--- src/rtl/core/csq_pkg.sv ---
// Shared types and constants for the counting semaphore unit.
package csq_pkg;

	localparam int NUM_SEMS   = 16;
	localparam int WAIT_DEPTH = 16;
	localparam int NUM_PIDS   = 32;

	localparam int MODE_W   = 2;
	localparam int SEMID_W  = 4;
	localparam int PID_W    = 5;
	localparam int COUNT_W  = 8;
	localparam int OUTC_W   = 3;

	localparam int SEM_W    = (NUM_SEMS > 1) ? $clog2(NUM_SEMS) : 1;
	localparam int ID_W     = $clog2(NUM_SEMS + 1);
	localparam int WAIT_W   = (WAIT_DEPTH > 1) ? $clog2(WAIT_DEPTH) : 1;
	localparam int LEN_W    = $clog2(WAIT_DEPTH + 1);
	localparam int ADDR_W   = $clog2(NUM_SEMS * WAIT_DEPTH);

	localparam logic [COUNT_W-1:0] COUNT_MAX = '1;

	localparam int Q_DEPTH  = 2;
	localparam int Q_PTR_W  = $clog2(Q_DEPTH);
	localparam int Q_CNT_W  = $clog2(Q_DEPTH + 1);

	localparam logic [MODE_W-1:0] MODE_CREATE = 2'd0;
	localparam logic [MODE_W-1:0] MODE_LOCK   = 2'd1;
	localparam logic [MODE_W-1:0] MODE_UNLOCK = 2'd2;

	typedef enum logic [1:0] {
		OP_CREATE,
		OP_LOCK,
		OP_UNLOCK,
		OP_BAD
	} op_t;

	typedef enum logic [OUTC_W-1:0] {
		OUTC_CREATED     = 3'd0,
		OUTC_GRANTED     = 3'd1,
		OUTC_SUSPENDED   = 3'd2,
		OUTC_INCREMENTED = 3'd3,
		OUTC_RELEASED    = 3'd4,
		OUTC_ERROR       = 3'd5
	} outc_t;

	typedef enum logic {
		BK_EXEC,
		BK_RELEASE
	} bk_state_t;

	typedef struct packed {
		op_t                op;
		logic [SEM_W-1:0]   sem;
		logic [PID_W-1:0]   pid;
		logic [COUNT_W-1:0] init;
		logic               pid_bad;
	} req_t;

	typedef struct packed {
		logic valid;
		req_t item;
	} req_word_t;

endpackage

--- src/rtl/core/counting_semaphore_wait_queues.sv ---
// Top level of the counting semaphore unit with FIFO wait queues.
// Requests pass the request queue, then the result register; a release also passes the
// registered waiter-storage read. 1 request per cycle, held by out_stall and by releases.
// Front decoder and executor are parted by a 2-word request queue.
// Reset: arst_n clears counts, queue pointers, lengths and the id allocator at once.
// Waiter storage is not cleared; entries are only read after being written.
module counting_semaphore_wait_queues import csq_pkg::*; (
	input  logic               clk,
	input  logic               arst_n,
	input  logic               in_valid,
	output logic               in_stall,
	input  logic [MODE_W-1:0]  mode,
	input  logic [SEMID_W-1:0] sem_id,
	input  logic [PID_W-1:0]   caller_pid,
	input  logic [COUNT_W-1:0] initial_count,
	output logic               out_valid,
	input  logic               out_stall,
	output logic [OUTC_W-1:0]  outcome,
	output logic [SEMID_W-1:0] new_sem_id,
	output logic [PID_W-1:0]   released_pid,
	output logic [COUNT_W-1:0] count_after
);

	req_word_t push;
	req_word_t q_head;
	logic      q_full;
	logic      q_pop;

	csq_front u_front (
		.valid         (in_valid),
		.stall         (in_stall),
		.mode          (mode),
		.sem_id        (sem_id),
		.caller_pid    (caller_pid),
		.initial_count (initial_count),
		.q_full        (q_full),
		.push          (push)
	);

	csq_queue u_queue (
		.clk    (clk),
		.arst_n (arst_n),
		.push   (push),
		.full   (q_full),
		.head   (q_head),
		.pop    (q_pop)
	);

	csq_back u_back (
		.clk          (clk),
		.arst_n       (arst_n),
		.head         (q_head),
		.pop          (q_pop),
		.valid        (out_valid),
		.stall        (out_stall),
		.outcome      (outcome),
		.new_sem_id   (new_sem_id),
		.released_pid (released_pid),
		.count_after  (count_after)
	);

endmodule

--- src/rtl/core/csq_front.sv ---
// Request decoder: classifies incoming words and pushes them into the queue.
module csq_front import csq_pkg::*; (
	input  logic               valid,
	output logic               stall,
	input  logic [MODE_W-1:0]  mode,
	input  logic [SEMID_W-1:0] sem_id,
	input  logic [PID_W-1:0]   caller_pid,
	input  logic [COUNT_W-1:0] initial_count,
	input  logic               q_full,
	output req_word_t          push
);

	logic sem_bad;

	assign sem_bad = (32'(sem_id) >= NUM_SEMS);
	assign stall   = q_full;

	always_comb begin
		push.valid        = valid;
		push.item.sem     = SEM_W'(sem_id);
		push.item.pid     = caller_pid;
		push.item.init    = initial_count;
		push.item.pid_bad = (32'(caller_pid) >= NUM_PIDS);
		unique case (mode)
			MODE_CREATE: push.item.op = OP_CREATE;
			MODE_LOCK:   push.item.op = sem_bad ? OP_BAD : OP_LOCK;
			MODE_UNLOCK: push.item.op = sem_bad ? OP_BAD : OP_UNLOCK;
			default:     push.item.op = OP_BAD;
		endcase
	end

endmodule

--- src/rtl/core/csq_queue.sv ---
// Two-entry request queue between decoder and executor.
module csq_queue import csq_pkg::*; (
	input  logic      clk,
	input  logic      arst_n,
	input  req_word_t push,
	output logic      full,
	output req_word_t head,
	input  logic      pop
);

	req_t               mem_q [Q_DEPTH];
	logic [Q_PTR_W-1:0] wr_ptr_q;
	logic [Q_PTR_W-1:0] rd_ptr_q;
	logic [Q_CNT_W-1:0] cnt_q;
	logic               do_push;
	logic               do_pop;

	assign full       = (cnt_q == Q_CNT_W'(Q_DEPTH));
	assign do_push    = push.valid && !full;
	assign head.valid = (cnt_q != '0);
	assign head.item  = mem_q[rd_ptr_q];
	assign do_pop     = pop && head.valid;

	always_ff @(posedge clk) begin
		if (do_push) begin
			mem_q[wr_ptr_q] <= push.item;
		end
	end

	always_ff @(posedge clk or negedge arst_n) begin
		if (!arst_n) begin
			wr_ptr_q <= '0;
			rd_ptr_q <= '0;
			cnt_q    <= '0;
		end else begin
			if (do_push) begin
				wr_ptr_q <= (wr_ptr_q == Q_PTR_W'(Q_DEPTH - 1)) ? '0 : wr_ptr_q + 1'b1;
			end
			if (do_pop) begin
				rd_ptr_q <= (rd_ptr_q == Q_PTR_W'(Q_DEPTH - 1)) ? '0 : rd_ptr_q + 1'b1;
			end
			case ({do_push, do_pop})
				2'b10:   cnt_q <= cnt_q + 1'b1;
				2'b01:   cnt_q <= cnt_q - 1'b1;
				default: cnt_q <= cnt_q;
			endcase
		end
	end

endmodule

--- src/rtl/core/csq_back.sv ---
// Executor: semaphore counts, wait-queue pointers, waiter storage and result register.
module csq_back import csq_pkg::*; (
	input  logic               clk,
	input  logic               arst_n,
	input  req_word_t          head,
	output logic               pop,
	output logic               valid,
	input  logic               stall,
	output logic [OUTC_W-1:0]  outcome,
	output logic [SEMID_W-1:0] new_sem_id,
	output logic [PID_W-1:0]   released_pid,
	output logic [COUNT_W-1:0] count_after
);

	logic [COUNT_W-1:0] count_q [NUM_SEMS];
	logic [WAIT_W-1:0]  head_q  [NUM_SEMS];
	logic [LEN_W-1:0]   len_q   [NUM_SEMS];
	logic [ID_W-1:0]    next_id_q;
	logic [PID_W-1:0]   wait_mem [NUM_SEMS * WAIT_DEPTH];
	logic [PID_W-1:0]   wait_rd_q;
	logic [COUNT_W-1:0] rel_count_q;

	bk_state_t state_q, state_d;

	logic               out_valid_q;
	outc_t              outc_q;
	logic [SEMID_W-1:0] id_q;
	logic [PID_W-1:0]   rpid_q;
	logic [COUNT_W-1:0] cnt_out_q;

	req_t               it;
	logic [COUNT_W-1:0] cnt;
	logic [WAIT_W-1:0]  hd;
	logic [LEN_W-1:0]   len;
	logic [WAIT_W:0]    tail_sum;
	logic [WAIT_W:0]    head_sum;
	logic [WAIT_W-1:0]  tail_slot;
	logic [WAIT_W-1:0]  head_nxt;
	logic [ADDR_W-1:0]  base;

	logic               slot_free;
	logic               is_release;
	logic               res_load;

	outc_t              r_outc;
	logic [SEMID_W-1:0] r_id;
	logic [COUNT_W-1:0] r_cnt;

	logic               upd_en;
	logic [SEM_W-1:0]   upd_idx;
	logic [COUNT_W-1:0] upd_cnt;
	logic [WAIT_W-1:0]  upd_head;
	logic [LEN_W-1:0]   upd_len;
	logic               id_inc;
	logic               mem_we;
	logic               mem_re;
	logic [ADDR_W-1:0]  wr_addr;
	logic [ADDR_W-1:0]  rd_addr;

	assign it        = head.item;
	assign cnt       = count_q[it.sem];
	assign hd        = head_q[it.sem];
	assign len       = len_q[it.sem];
	assign slot_free = !out_valid_q || !stall;

	assign tail_sum  = (WAIT_W + 1)'(hd) + (WAIT_W + 1)'(len);
	assign tail_slot = (tail_sum >= (WAIT_W + 1)'(WAIT_DEPTH)) ?
		WAIT_W'(tail_sum - (WAIT_W + 1)'(WAIT_DEPTH)) : WAIT_W'(tail_sum);
	assign head_sum  = (WAIT_W + 1)'(hd) + 1'b1;
	assign head_nxt  = (head_sum >= (WAIT_W + 1)'(WAIT_DEPTH)) ? '0 : WAIT_W'(head_sum);
	assign base      = ADDR_W'(ADDR_W'(it.sem) * ADDR_W'(WAIT_DEPTH));
	assign wr_addr   = base + ADDR_W'(tail_slot);
	assign rd_addr   = base + ADDR_W'(hd);

	// decode of the head request against current semaphore state
	always_comb begin
		r_outc     = OUTC_ERROR;
		r_id       = '0;
		r_cnt      = '0;
		upd_en     = 1'b0;
		upd_idx    = it.sem;
		upd_cnt    = cnt;
		upd_head   = hd;
		upd_len    = len;
		id_inc     = 1'b0;
		mem_we     = 1'b0;
		is_release = 1'b0;
		unique case (it.op)
			OP_CREATE: begin
				if (next_id_q != ID_W'(NUM_SEMS)) begin
					r_outc   = OUTC_CREATED;
					r_id     = SEMID_W'(next_id_q);
					r_cnt    = it.init;
					upd_en   = 1'b1;
					upd_idx  = SEM_W'(next_id_q);
					upd_cnt  = it.init;
					upd_head = '0;
					upd_len  = '0;
					id_inc   = 1'b1;
				end
			end
			OP_LOCK: begin
				if (it.pid_bad) begin
					r_cnt = cnt;
				end else if (cnt != '0) begin
					r_outc  = OUTC_GRANTED;
					r_cnt   = cnt - 1'b1;
					upd_en  = 1'b1;
					upd_cnt = cnt - 1'b1;
				end else if (len != LEN_W'(WAIT_DEPTH)) begin
					r_outc  = OUTC_SUSPENDED;
					upd_en  = 1'b1;
					upd_len = len + 1'b1;
					mem_we  = 1'b1;
				end
			end
			OP_UNLOCK: begin
				if (len != '0) begin
					is_release = 1'b1;
					r_outc     = OUTC_RELEASED;
					r_cnt      = cnt;
					upd_en     = 1'b1;
					upd_head   = head_nxt;
					upd_len    = len - 1'b1;
				end else begin
					r_outc  = OUTC_INCREMENTED;
					r_cnt   = (cnt == COUNT_MAX) ? cnt : cnt + 1'b1;
					upd_en  = 1'b1;
					upd_cnt = r_cnt;
				end
			end
			default: begin
				r_outc = OUTC_ERROR;
			end
		endcase
	end

	always_comb begin
		state_d = state_q;
		unique case (state_q)
			BK_EXEC: begin
				if (head.valid && slot_free && is_release) begin
					state_d = BK_RELEASE;
				end
			end
			BK_RELEASE: begin
				if (slot_free) begin
					state_d = BK_EXEC;
				end
			end
			default: state_d = BK_EXEC;
		endcase
	end

	always_comb begin
		pop      = 1'b0;
		res_load = 1'b0;
		mem_re   = 1'b0;
		unique case (state_q)
			BK_EXEC: begin
				pop      = head.valid && slot_free;
				res_load = pop && !is_release;
				mem_re   = pop && is_release;
			end
			BK_RELEASE: begin
				res_load = slot_free;
			end
			default: begin
				pop = 1'b0;
			end
		endcase
	end

	always_ff @(posedge clk) begin
		if (pop && mem_we) begin
			wait_mem[wr_addr] <= it.pid;
		end
		if (mem_re) begin
			wait_rd_q   <= wait_mem[rd_addr];
			rel_count_q <= r_cnt;
		end
	end

	always_ff @(posedge clk or negedge arst_n) begin
		if (!arst_n) begin
			for (int i = 0; i < NUM_SEMS; i++) begin
				count_q[i] <= '0;
				head_q[i]  <= '0;
				len_q[i]   <= '0;
			end
			next_id_q   <= '0;
			state_q     <= BK_EXEC;
			out_valid_q <= 1'b0;
		end else begin
			state_q <= state_d;
			if (pop && upd_en) begin
				count_q[upd_idx] <= upd_cnt;
				head_q[upd_idx]  <= upd_head;
				len_q[upd_idx]   <= upd_len;
			end
			if (pop && id_inc) begin
				next_id_q <= next_id_q + 1'b1;
			end
			if (res_load) begin
				out_valid_q <= 1'b1;
			end else if (!stall) begin
				out_valid_q <= 1'b0;
			end
		end
	end

	always_ff @(posedge clk) begin
		if (res_load) begin
			if (state_q == BK_RELEASE) begin
				outc_q    <= OUTC_RELEASED;
				id_q      <= '0;
				rpid_q    <= wait_rd_q;
				cnt_out_q <= rel_count_q;
			end else begin
				outc_q    <= r_outc;
				id_q      <= r_id;
				rpid_q    <= '0;
				cnt_out_q <= r_cnt;
			end
		end
	end

	assign valid        = out_valid_q;
	assign outcome      = outc_q;
	assign new_sem_id   = id_q;
	assign released_pid = rpid_q;
	assign count_after  = cnt_out_q;

endmodule

--- config.mk ---
export PLATFORM = sky130hd
export DESIGN_NAME = counting_semaphore_wait_queues
export DESIGN_NICKNAME = d
export VERILOG_FILES = /design/src/rtl/core/csq_pkg.sv /design/src/rtl/core/counting_semaphore_wait_queues.sv /design/src/rtl/core/csq_front.sv /design/src/rtl/core/csq_queue.sv /design/src/rtl/core/csq_back.sv
export SDC_FILE = /design/constraint.sdc
export NUM_CORES = 2
export LEC_CHECK = 0
export BUFFER_PORTS_ARGS = -buffer_cell sky130_fd_sc_hd__buf_2
export CORE_MARGIN = 2
export CORE_UTILIZATION = 63
export CTS_CLUSTER_DIAMETER = 100
export DETAILED_ROUTE_END_ITERATION = 10
export MAX_ROUTING_LAYER = met4
export PLACE_DENSITY_LB_ADDON = 0.15
export SLEW_MARGIN = 25
export SYNTH_ARGS = -nofsm -noshare
export SYNTH_HDL_FRONTEND = slang
export SYNTH_HIERARCHICAL = 1
export SYNTH_SLANG_ARGS = --single-unit
export TNS_END_PERCENT = 50
--- constraint.sdc ---
create_clock -name clk -period 7.55 [get_ports clk]
set_input_delay 0.755 -clock clk [delete_from_list [all_inputs] [get_ports clk]]
set_output_delay 0.755 -clock clk [all_outputs]
set_load 0.03 [all_outputs]
Word-level counts from Yosys, hierarchy flattened
Memory sizes are Yosys's and may differ from the RTL's. A register that Yosys moved wholly into a read port is not among the register bits.
Index checks and enable logic that the tools add are counted.
Widths: inputs -> output; s select.
{ "classes": {"bitwise_logic": 5, "muxes": 75, "magnitude_cmp": 5, "addsub": 14, "n_eq_ne": 11, "n_reduce_logical": 21} }
{ "ops": {"columns": ["cell", "count"], "rows": [
  ["$bwmux 128", 1],
  ["$mux 8", 12],
  ["$bwmux 80", 1],
  ["$bwmux 64", 1],
  ["$pmux 8 s3", 2],
  ["$mux 5", 8],
  ["$mux 4", 9],
  ["$bmux 8 s4", 1],
  ["$demux 8 s4", 1],
  ["$mux 1", 22],
  ["$bmux 5 s4", 1],
  ["$demux 5 s4", 1],
  ["$ge 5x5->1 const B", 4],
  ["$add 8x4->8", 2],
  ["$bmux 4 s4", 1],
  ["$demux 4 s4", 1],
  ["$mux 3", 5],
  ["$pmux 5 s3", 1],
  ["$add 5x1->5 const B", 2],
  ["$ne 5x5->1 const B", 2],
  ["$not 4->5", 2],
  ["$logic_and 1x1->1", 9],
  ["$pmux 3 s3", 1],
  ["$add 8x1->8 const B", 1],
  ["26 further kinds", 40]
]} }
{ "totals": {"inputBits": 23, "memories": 2, "out_inout_bits": 22, "ramBits": 1318, "register_bits": 311, "word_cells": 192} }
{ "memory_table": {"columns": ["memory", "words", "word_bits", "read_ports", "rd_clocked_by_memory_dff", "wr", "line", "rtl"], "rows": [
  ["u_back.wait_mem", 256, 5, 1, 1, 1, "csq_back.sv:19", "logic [PID_W-1:0] wait_mem [NUM_SEMS * WAIT_DEPTH];"],
  ["u_queue.mem_q", 2, 19, 1, 0, 1, "csq_queue.sv:11", "req_t mem_q [Q_DEPTH];"]
]} }

Depth between registers and ports, before layout
An unclocked memory read counts as a cell.
{ "depth": {"ltp_word": 13, "mapped_depth": 23, "ltp_nobuf": 14} }

Cells and area by module
The synthesis kept the hierarchy.
{ "modules_own_cells": {"columns": ["mod", "seq_area_each_um2", "cells_per_inst", "instances", "area_per_inst_um2"], "rows": [
  ["csq_back", 46409.5, 5101, 1, 66201.0],
  ["csq_queue", 1301.2, 80, 1, 1635.3],
  ["csq_front", 0.0, 23, 1, 161.4]
]} }

Worst setup path before layout
No wires, ideal clock.
{ "synth_path": {"kind": "register -> register", "from": "register u_queue.rd_ptr_q", "to": "memory u_back.wait_mem[218][0] (enable)", "synth_period_minus_slack_ps": 5475, "path_buffers": 8, "setup_slack_ps": 2075, "t_required_ps": 7211, "arrival_time_ps": 5135, "setup_time_ps": 339, "stages_incl_launch_ff": 23, "path_cell_list": "dfrtp_1 buf_2 mux2_2 clkbuf_1 buf_4 buf_2 mux4_2 mux2i_1 nand2_2 nand2_1 inv_2 buf_2 clkbuf_1 buf_1 ha_1 a21o_1 a21oi_1 xnor2_1 xnor2_1 nor2_1 nand2_1 clkbuf_1 nor2_1"} }
{ "synth_lines": {"columns": ["element", "line", "rtl"], "rows": [
  ["start: declaration", "csq_queue.sv:13", "logic [Q_PTR_W-1:0] rd_ptr_q;"],
  ["start signal: assignment", "csq_queue.sv:40", "rd_ptr_q <= (rd_ptr_q == Q_PTR_W'(Q_DEPTH - 1)) ? '0 : rd_ptr_q + 1'b1;"],
  ["end: declaration", "csq_back.sv:19", null]
]} }

==> out/metrics.json <==
{
  "outcome": {
    "outcome": "finished with violations",
    "failed_checks": "hold timing"
  },
  "global_routing": {
    "grt_pass1_wl_mm": 274,
    "grt_usage": 0.345,
    "globalRoute.totalOverflow": 0,
    "grt_start_max_net_pins": 187,
    "number_of_antenna_violations_at_the_first_check_in_global_routing": 12,
    "first_global_vias": 41742
  },
  "place": {
    "final_weighted_congestion_in_routability_driven_placement": 0.956,
    "preCtsSetupSlack_ps": 999,
    "port_buffers": 44,
    "postPlaceCellArea_mm2": 0.0693,
    "place.detailed.hpwl_mm": 112
  },
  "sta": {
    "clock_skew_ps": 34.4,
    "final-max-slew-violation-count": 0,
    "max_clock_freq_mhz": 150,
    "fin_crit_sh": 0.884,
    "finalWorstSetupSlack_ps": 876,
    "tns_ps": 0,
    "holdWs_ps": -33.4,
    "rsz0062_at_grt": "no",
    "timing.final.setup_violations": 0,
    "worst-slew-pin-transition_ps": 1220,
    "min_period_ps": 6670,
    "slew-limit-headroom": 0.189,
    "final-hold-violation-count": 6
  },
  "floorplanning": {
    "vertical_die_dimension_um": 333,
    "floorplan.initialDensity": 0.635,
    "std_cell_rows": 120,
    "fp.coreArea_mm2": 0.107,
    "fp.dieW_um": 333,
    "num_io_pins": 45,
    "fp.dieArea_mm2": 0.111
  },
  "cells_and_area": {
    "syn2layout_area_growth_pct": 9.71,
    "layout.cells.most_common": "edfxtp_1",
    "design.final.nets": 5168,
    "n_fill_cell": 7161,
    "layout-drive-gt1-share": 0.101,
    "most-common-layout-cells": "edfxtp_1 (1,353), nand2_1 (1,072), nor2_1 (360)",
    "final_design_area_no_fill_mm2": 0.0746
  },
  "logic_synthesis": {
    "post_synth.cell_area_avg_um2": 13.1,
    "yosys.area_share.adder": 0.00250,
    "async_flop_share": 0.173,
    "yosysSeqAreaShare": 0.702,
    "synth_compound_area_frac": 0.0890,
    "synth_enable_flop_cells": 1353,
    "synth.mux.area_fraction": 0.0571,
    "post_synth_xor_area_fraction": 0.00309,
    "synth-warning-count": 6,
    "synthesis.instances": 5204,
    "post_synth_and_or_nand_nor_area_fraction": 0.120,
    "synthesis.area_mm2": 0.0680,
    "synthFlopType": "edfxtp_1",
    "mappedNetlistNets": 5240,
    "total_of_flip_flops_plus_latches_after_synthesis": 1636,
    "combinational_family_with_the_most_area_after_synthesis": "simple AND/OR/NAND/NOR gates",
    "synth.lib_cells_used.distinct": 83
  },
  "clock_tree": {
    "number_of_clock_sinks": 1636,
    "cts-resized-gates": 0,
    "cts_max_path_buffers": 3,
    "hold_buffers": 0,
    "postCtsSetupRepairBufs": 0,
    "cts.reportedPaths.clkPinSlew_ps": 60,
    "clock_root_buffer": "clkbuf_16",
    "ctsHtreeMaxLevel": 4,
    "clk-insertion-delay-late_ps": 790,
    "cts-buffers-inserted": 162,
    "clock_tree_from_tritoncts": "built"
  },
  "worst_setup_path": {
    "worstSetupStartpointType": "register",
    "crit_type": "register to register",
    "critical_path_peak_fanout": 77,
    "crit_path_end_kind": "register",
    "worst_path_required_time_ps": 7970,
    "critPathArrivalTime_ps": 7100
  },
  "power_and_ir_drop": {
    "ir_drop_mv": 0.542,
    "power.leakage_nw": 26.2,
    "p_per_area_mw_per_mm2": 471
  },
  "routing": {
    "firstDrtPassIters": 8,
    "final_ant_viol_nets": 0,
    "drc": 0,
    "via_count": 44942,
    "initialDrtViolationCount": 6639,
    "vias_per_cell": 6.73,
    "wl_per_cell_um": 28.0,
    "drt_wl_total_mm": 187
  },
  "worst_hold_path": {
    "hp-class": "input port to asynchronous set/reset pin"
  },
  "flow_run": {
    "cap_violations": 0
  }
}
cell families after synthesis:
family,Yosys count
AND/OR/NAND/NOR,1923
flip-flops,1636
AO/OA/AOI/OAI,925
buffers and inverters,404
multiplexers,278
XOR/XNOR,24
adder cells (fa/ha/maj),13
other,1
worst max-delay path, stage by stage (launching register included):
cell and delay [ps]:
dfrtp_1 480, mux2_2 730, mux4_2 640, mux2i_4 540, nand2_1 320, nand2_4 510
inv_8 310, ha_1 330, a21o_1 190, a21oi_1 160, xnor2_1 190, xnor2_1 130
nor2_1 270, nand2_1 560, buf_4 470, nor2_1 420
synthesized netlist by cell type (all sizes together) (6+ instances only):
cell    instances  area share
edfxtp       1353        0.60
dfrtp         283        0.10
mux2i         160       0.024
nor2          370       0.021
a311oi         32      0.0041
clkbuf        184       0.010
mux4           77       0.027
a32oi          90       0.012
a22o           14      0.0018
and3          101      0.0093
nand4          32      0.0029
o21bai          6     0.00066
nand2b          8     0.00074
o21ai         283       0.021
o211ai          6     0.00066
nor3           28      0.0021
o31ai          23      0.0034
xnor2          18      0.0023
o22ai          14      0.0013
a211oi         96       0.011
a221oi         29      0.0038
a21oi         162       0.012
xor2            6     0.00077
and2           16      0.0015
inv            18     0.00099
nand3         266       0.020
mux2           41      0.0068
a31oi          78      0.0072
buf           202       0.016
ha             12      0.0022
nand2        1075       0.059
a22oi          44      0.0049
per-layer routing:
| metal | global-route usage | vias to the layer above | share of wire |
|---|---|---|---|
| met3 | 0.0803 | 475 | 0.12 |
| li1 | - | 19238 | - |
| met1 | 0.484 | 22235 | 0.39 |
| met2 | 0.498 | 2994 | 0.45 |
| met4 | 0.130 | 0 | 0.040 |
| met5 | - | - | 0 |
sequential cells by signal, summed over array words and instances, names as in the netlist:
signal               flops
u_back/wait_rd_q         5
u_back/released_pid      5
u_queue/cnt_q            2
u_queue/rd_ptr_q         1
u_back/valid             1
u_back/len_q            80
u_queue/mem_q           40
u_back/count_after       8
u_back/count_q         128
u_back/head_q           64
u_queue/wr_ptr_q         1
u_back/rel_count_q       8
u_back/next_id_q         5
u_back/state_q           1
u_back/wait_mem       1280
u_back/outcome           3
u_back/new_sem_id        4
worst paths after layout:
check                      slack [ps]                               end                          from  cells after the start
setup / recovery                  880  u_back/wait_mem[92][3]$_DFFE_PP_  u_queue/rd_ptr_q$_DFFE_PN0P_                     15
hold / removal                    -30      u_queue/wr_ptr_q$_DFFE_PN0P_                        arst_n                      1
setup reg to reg                  880  u_back/wait_mem[92][3]$_DFFE_PP_  u_queue/rd_ptr_q$_DFFE_PN0P_                     15
hold reg to reg                   480      u_back/len_q[40]$_DFFE_PN0P_  u_back/len_q[40]$_DFFE_PN0P_                      2
max in group asynchronous        6010      u_back/len_q[30]$_DFFE_PN0P_                        arst_n                      3
min in group clk                  170     u_queue/mem_q[1][7]$_DFFE_PP_              initial_count[6]                      1
per-stage QoR:
step / utilization / hold WS, ps / cells / power [mW]
2_1_floorplan: - / 440 / 5204 / 21.7
3_3_place_gp: 0.647 / 452 / 6370 / 26.7
3_5_place_dp: 0.648 / 464 / 6370 / 26.9
4_1_cts: 0.696 / 10.6 / 6665 / 34.8
5_1_grt: 0.697 / 20.4 / 6677 / 36.4
6_report: 0.697 / -33.4 / 6680 / 35.1
power breakdown:
| group | internal (mW) | switching (mW) |
|---|---|---|
| Combinational | 4.23 | 11.1 |
| Clock | 4.55 | 3.37 |
| Sequential | 11.5 | 0.362 |
| Total | 20.3 | 14.9 |
final cells by class:
| cell class | instances | area, um2 | share of cell area |
|---|---|---|---|
| antenna | 14 | 35.0 | 0.000470 |
| multi-input combinational | 3164 | 18700 | 0.250 |
| inverter | 18 | 82.6 | 0.00111 |
| sequential | 1636 | 47700 | 0.640 |
| timing repair buffer | 150 | 1150 | 0.0154 |
| tap | 1403 | 1760 | 0.0235 |
| clock buffer | 218 | 4480 | 0.0601 |
| clock inverter | 77 | 724 | 0.00971 |
Note: power is estimated with default switching activity, not from simulation.
